==> src/sv/sobel_mag.sv <==
// one channel: sobel sums and squares captured on load, then the integer root
// one bit per cycle; the root tops out at 255, which gives the saturation
module sobel_mag (
   input  logic       clock,
   input  logic       load,
   input  logic [7:0] p00, p01, p02, p10, p12, p20, p21, p22,
   output logic [7:0] mag,
   output logic       ready
);

   logic signed [10:0] gx, gy;
   logic signed [21:0] gx_w, gy_w;
   logic [20:0]        sq_in;
   logic [20:0]        sq_ff;
   logic [7:0]         root_ff, root_in;
   logic [7:0]         bit_ff, bit_in;
   logic [7:0]         t;
   logic [15:0]        tt;

   always_comb begin
      gx = (11'(p02) - 11'(p00)) + ((11'(p12) - 11'(p10)) <<< 1) + (11'(p22) - 11'(p20));
      gy = (11'(p20) + (11'(p21) << 1) + 11'(p22)) - (11'(p00) + (11'(p01) << 1) + 11'(p02));
      gx_w  = 22'(gx);
      gy_w  = 22'(gy);
      sq_in = 21'(gx_w * gx_w) + 21'(gy_w * gy_w);
   end

   // one root bit per cycle, most significant first
   always_comb begin
      t       = root_ff | bit_ff;
      tt      = 16'(t) * 16'(t);
      root_in = root_ff;
      if ({5'd0, tt} <= sq_ff) begin
         root_in = t;
      end
      bit_in = bit_ff >> 1;
   end

   always_ff @(posedge clock) begin
      if (load) begin
         sq_ff   <= sq_in;
         root_ff <= '0;
         bit_ff  <= 8'h80;
      end else if (bit_ff != '0) begin
         root_ff <= root_in;
         bit_ff  <= bit_in;
      end
   end

   assign ready = (bit_ff == '0);
   assign mag   = root_ff;

endmodule

==> config.mk <==
export PLATFORM = sky130hd
export DESIGN_NAME = sobel_mag
export DESIGN_NICKNAME = d
export VERILOG_FILES = /design/src/sv/sobel_mag.sv
export SDC_FILE = /design/constraint.sdc
export NUM_CORES = 1
export LEC_CHECK = 0
export BUFFER_PORTS_ARGS = -buffer_cell sky130_fd_sc_hd__buf_2
export CORE_MARGIN = 4
export CORE_UTILIZATION = 50
export DETAILED_ROUTE_END_ITERATION = 8
export GPL_TIMING_DRIVEN = 1
export MAX_ROUTING_LAYER = met4
export PLACE_DENSITY = 0.71
export SYNTH_ARGS = -nofsm -noshare
export SYNTH_HDL_FRONTEND = slang
export SYNTH_SLANG_ARGS = --single-unit
==> constraint.sdc <==
create_clock -name clock -period 13.6 [get_ports clock]
set_input_delay 2.72 -clock clock [delete_from_list [all_inputs] [get_ports clock]]
set_output_delay 2.72 -clock clock [all_outputs]
set_load 0.02 [all_outputs]
=== Word-level counts from Yosys, hierarchy flattened ===
Cells that the tools add are included.

* Bits in registers: 37
* Latch bits: 0
* RAM bits: 0
* Memory bits (read-only): 0
* Output and inout port bits: 9
* Word-level logic and storage cells: 22
* Memories kept: 0

* Add/subtract/negate cells: 11
* $mul: 3
* Divide/modulo/power cells: 0
* Magnitude comparators: 1
* Equal/unequal tests: 0
* Shift-type cells: 0
* Muxes and demuxes: 0
* Bitwise gates (word level): 1
* Reductions and logical operators: 3

{| class="wikitable"
|+ Operators with widths
! kind !! count
|-
| $mul 11x11->21 || 2
|-
| $sub 8x8->9 || 3
|-
| $add 10x8->11 || 2
|-
| $add 21x21->21 || 1
|-
| $le 16x21->1 || 1
|-
| $add 8x9->10 || 2
|-
| $mul 8x8->16 || 1
|-
| $add 11x11->11 || 1
|-
| $add 9x10->11 || 1
|-
| $sub 11x11->11 || 1
|-
| $logic_not 8->1 || 1
|-
| $or 8x8->8 || 1
|-
| $reduce_bool 8->1 || 1
|-
| $reduce_and 2->1 || 1
|}

=== Logic depth before layout (Yosys ltp) ===
* Word-level depth: 5
* Mapped depth: 40
* Mapped depth without buffers: 39

=== Least setup slack after synthesis ===
Ideal clock, no wire load.

* Path kind: input to register
* Start: in p02[0]
* End: reg sq_ff[20], data pin
* Arrival: 11668 ps
* Path slack: 1664 ps
* Stages: 39
* Path through: inv_1 -> ha_1 -> inv_1 -> fa_1 -> a21o_1 -> a21oi_1 -> nor2_1 -> o21a_1 -> o21ai_0 -> nand2b_1 -> a21o_1 -> fa_1 -> inv_1 -> ha_1 -> inv_1 -> o211ai_1 -> a41o_1 -> nand2_2 -> (+3 left out) -> inv_1 -> fa_1 -> inv_1 -> fa_1 -> inv_1 -> fa_1 -> fa_1 -> fa_1 -> inv_1 -> fa_1 -> inv_1 -> ha_1 -> or3_4 -> a2111oi_2 -> o21ai_1 -> a21oi_2 -> xnor2_1 -> xnor2_1

* Longest elaborated chain between the ends: 5

{| class="wikitable"
|+ RTL lines
! what !! line !! source
|-
| from (decl) || 6 || <nowiki>input logic [7:0] p00, p01, p02, p10, p12, p20, p21, p22,</nowiki>
|-
| $sub 8x8->9 || 21 || <nowiki>gx = (11'(p02) - 11'(p00)) + ((11'(p12) - 11'(p10)) <<< 1) + (11'(p22) - 11'(p20));</nowiki>
|-
| $add 9x10->11 || 21 ||
|-
| $add 11x11->11 || 21 ||
|-
| $mul 11x11->21 || 25 || <nowiki>sq_in = 21'(gx_w * gx_w) + 21'(gy_w * gy_w);</nowiki>
|-
| $add 21x21->21 (*) || 25 ||
|-
| net sq_in[20] || 13 || <nowiki>logic [20:0] sq_in;</nowiki>
|-
| to (signal assigned) || 41 || <nowiki>sq_ff <= sq_in;</nowiki>
|-
| to (decl) || 14 || <nowiki>logic [20:0] sq_ff;</nowiki>
|}

Mark *: on every way through the listed nets, which the timed path passes. The rest lies on a longest branch.
A chain may end at the register's enable or synchronous reset.

=== Worst setup path in the final report ===
Ends and elaborated chain as after synthesis.

==> flow_summary.json <==
{
  "gr-total-overflow": 0,
  "dieArea_mm2": 0.03055,
  "yosysTopAreaCell": "fa_1",
  "rsz0062_at_grt": "no",
  "synth_warnings": 0,
  "tns_ns": 0,
  "clock_tree.root_cell": "clkbuf_16",
  "final_cell_mix": "inv_1, fa_1, ha_1, nand2_1, buf_2",
  "routed_wl_mm": 26.96,
  "h-tree-depth": 2,
  "fin_crit_sh_pct": 91.73,
  "grt_pass1_wl_mm": 48.69,
  "synth_area_mm2": 0.01391,
  "path_class": "in2reg",
  "cpPeakStageDelay_ns": 0.69,
  "clk_pin_slew_ns": 0.06,
  "avgSynthCellArea_um2": 9.241,
  "required_ns": 13.64,
  "clk_path_buf_depth": 2,
  "syn2layout_area_growth_pct": 6.900,
  "cp-startpoint": "p02[0]",
  "firstDrtPassIters": 6,
  "insertion_delay_ns": 0.28,
  "synth_top_area_share_pct": 42.75,
  "gp_congestion": 0.8635,
  "critPathMaxFanout": 17,
  "maxSlewViolCount": 0,
  "initial_core_util_pct": 51.18,
  "fp.dieW_um": 174.8,
  "final_antenna_net_count": 0,
  "r2r_start": "bit_ff[2]$_SDFFE_PP0N_",
  "portBuffers": 74,
  "synth_fp_nets": 2027,
  "maxCapViolCount": 0,
  "setup.worst_path.end_class": "register",
  "hold_viol_final": 0,
  "ctsResizeCount": 0,
  "syn_inst": 1505,
  "tightest_slew_ns": 1.114,
  "status": "finished, final reports clean",
  "drtIter0Drc": 347,
  "synthTopCellsByArea": "fa_1, ha_1, inv_1",
  "antennaDiodeCount": 0,
  "ctsHoldBuffers": 0,
  "synth_ff_type": "edfxtp_1",
  "vias_per_cell": 4.971,
  "fp-row-count": 60,
  "finalCriticalPeriod_ns": 12.47,
  "cp.arrival_ns": 12.51,
  "nets": 2095,
  "io_pins": 75,
  "synth_edf_count": 21,
  "clock_skew_ns": 0.005572,
  "min_from": "mag[4]$_SDFFE_PP0P_",
  "slew_headroom_pct": 25.74,
  "synthAdderAreaFrac_pct": 57.05,
  "regToRegSetupSlack_ns": 7.30,
  "route.detailed.drc": 0,
  "hold_path.class": "reg2reg",
  "ys_seq_elements": 37,
  "core_area_mm2": 0.02718,
  "synthXorXnorAreaFrac_pct": 4.957,
  "async_flop_share_pct": 0,
  "grt_max_degree": 38,
  "max_freq_ghz": 0.08016,
  "cts_setup_buffers": 0,
  "critPathLaunchType": "input port",
  "synth-simple-area-share_pct": 10.24,
  "drive_above_1_share_pct": 7.179,
  "final_common_cell": "inv_1",
  "antenna_found_initial": 0,
  "grt.total_usage_pct": 19.50,
  "cts_tree": "done",
  "post_drt_wl_per_cell_um": 13.86,
  "hpwl_mm": 24.01,
  "synth.area.mux_share_pct": 0.1439,
  "synth_compound_area_share_pct": 7.881,
  "synth_cell_types": 62,
  "setup_violations": 0,
  "numCtsBuffers": 5,
  "vias": 9674,
  "numClockSinks": 37,
  "slowest_stage": "fa_1",
  "grt_pass1_vias": 10745,
  "synth_top_family_by_area": "adder cells",
  "ys_seq_area_share_pct": 6.837,
  "die_h_um": 174.8
}
-- synth_stat cells (all sizes together) (8+ instances only) --
master  number
a211oi      11
a21o        21
a21oi       55
and2        45
clkbuf      18
dfxtp       16
edfxtp      21
fa         297
ha         159
inv        449
nand2      106
nand2b      22
nand3       10
nor2        61
nor2b       21
o21a         9
o21ai       33
o21bai       8
xnor2       62
xor2        15
-- registers in the layout (all words and copies together) (netlist names) --
| signal | count |
|---|---|
| sq_ff | 21 |
| bit_ff | 8 |
| mag | 8 |
-- metal layers --
metal	GRT usage (%)	part of all wire (%)	vias up
met4	3.928	1.9	0
met3	1.536	3.2	39
met5	-	0	-
li1	-	-	4640
met2	35.26	53	164
met1	24.22	42	4831
-- worst max-delay path: cells and delay by family --
family	cells	cell delay (ns)
adder cells (fa/ha/maj)	12	5.52
AO/OA/AOI/OAI	10	2.20
AND/OR/NAND/NOR	5	0.99
buffers and inverters	10	0.81
XOR/XNOR	2	0.23
-- layout make-up --
class | count | area (um^2)
tap | 372 | 465.4
clock buffer | 5 | 125.1
timing repair buffer | 85 | 452.9
fill | 2565 | 12310
clock inverter | 3 | 16.27
multi-input combinational | 995 | 11170
inverter | 449 | 1685
sequential | 37 | 950.9
-- stage by stage --
stage          setup WS (ns)  hold WS (ns)  instances  util (%)  cell area, um^2
4_1_cts                1.097        0.4672       1946     54.71            14870
5_1_grt               0.5029        0.4941       1946     54.71            14870
2_1_floorplan          1.664        0.4516       1505         -            13910
6_report               1.125        0.4660       1946     54.71            14870
3_3_place_gp           1.086        0.4554       1938     54.19            14730
3_5_place_dp          0.8222        0.4548       1938     54.19            14730
-- path summary, 6_finish.rpt --
| path | endpoint | cells after the start |
|---|---|---|
| worst max-delay path | sq_ff[20]$_DFFE_PP_ | 39 |
| worst min-delay path | mag[4]$_SDFFE_PP0P_ | 2 |
| worst max register to register | mag[6]$_SDFFE_PP0P_ | 23 |
| worst min register to register | mag[4]$_SDFFE_PP0P_ | 2 |
-- cell families (layout without fill, tap and decap cells) --
kind of cell / Yosys count / after routing
AO/OA/AOI/OAI: 167 / 167
AND/OR/NAND/NOR: 291 / 291
adder cells (fa/ha/maj): 456 / 456
XOR/XNOR: 77 / 77
other: 2 / 2
multiplexers: 2 / 2
flip-flops: 37 / 37
buffers and inverters: 473 / 542
Power is not shown: default switching activity piles up to over one toggle a cycle in this logic, so the estimate is an artifact.
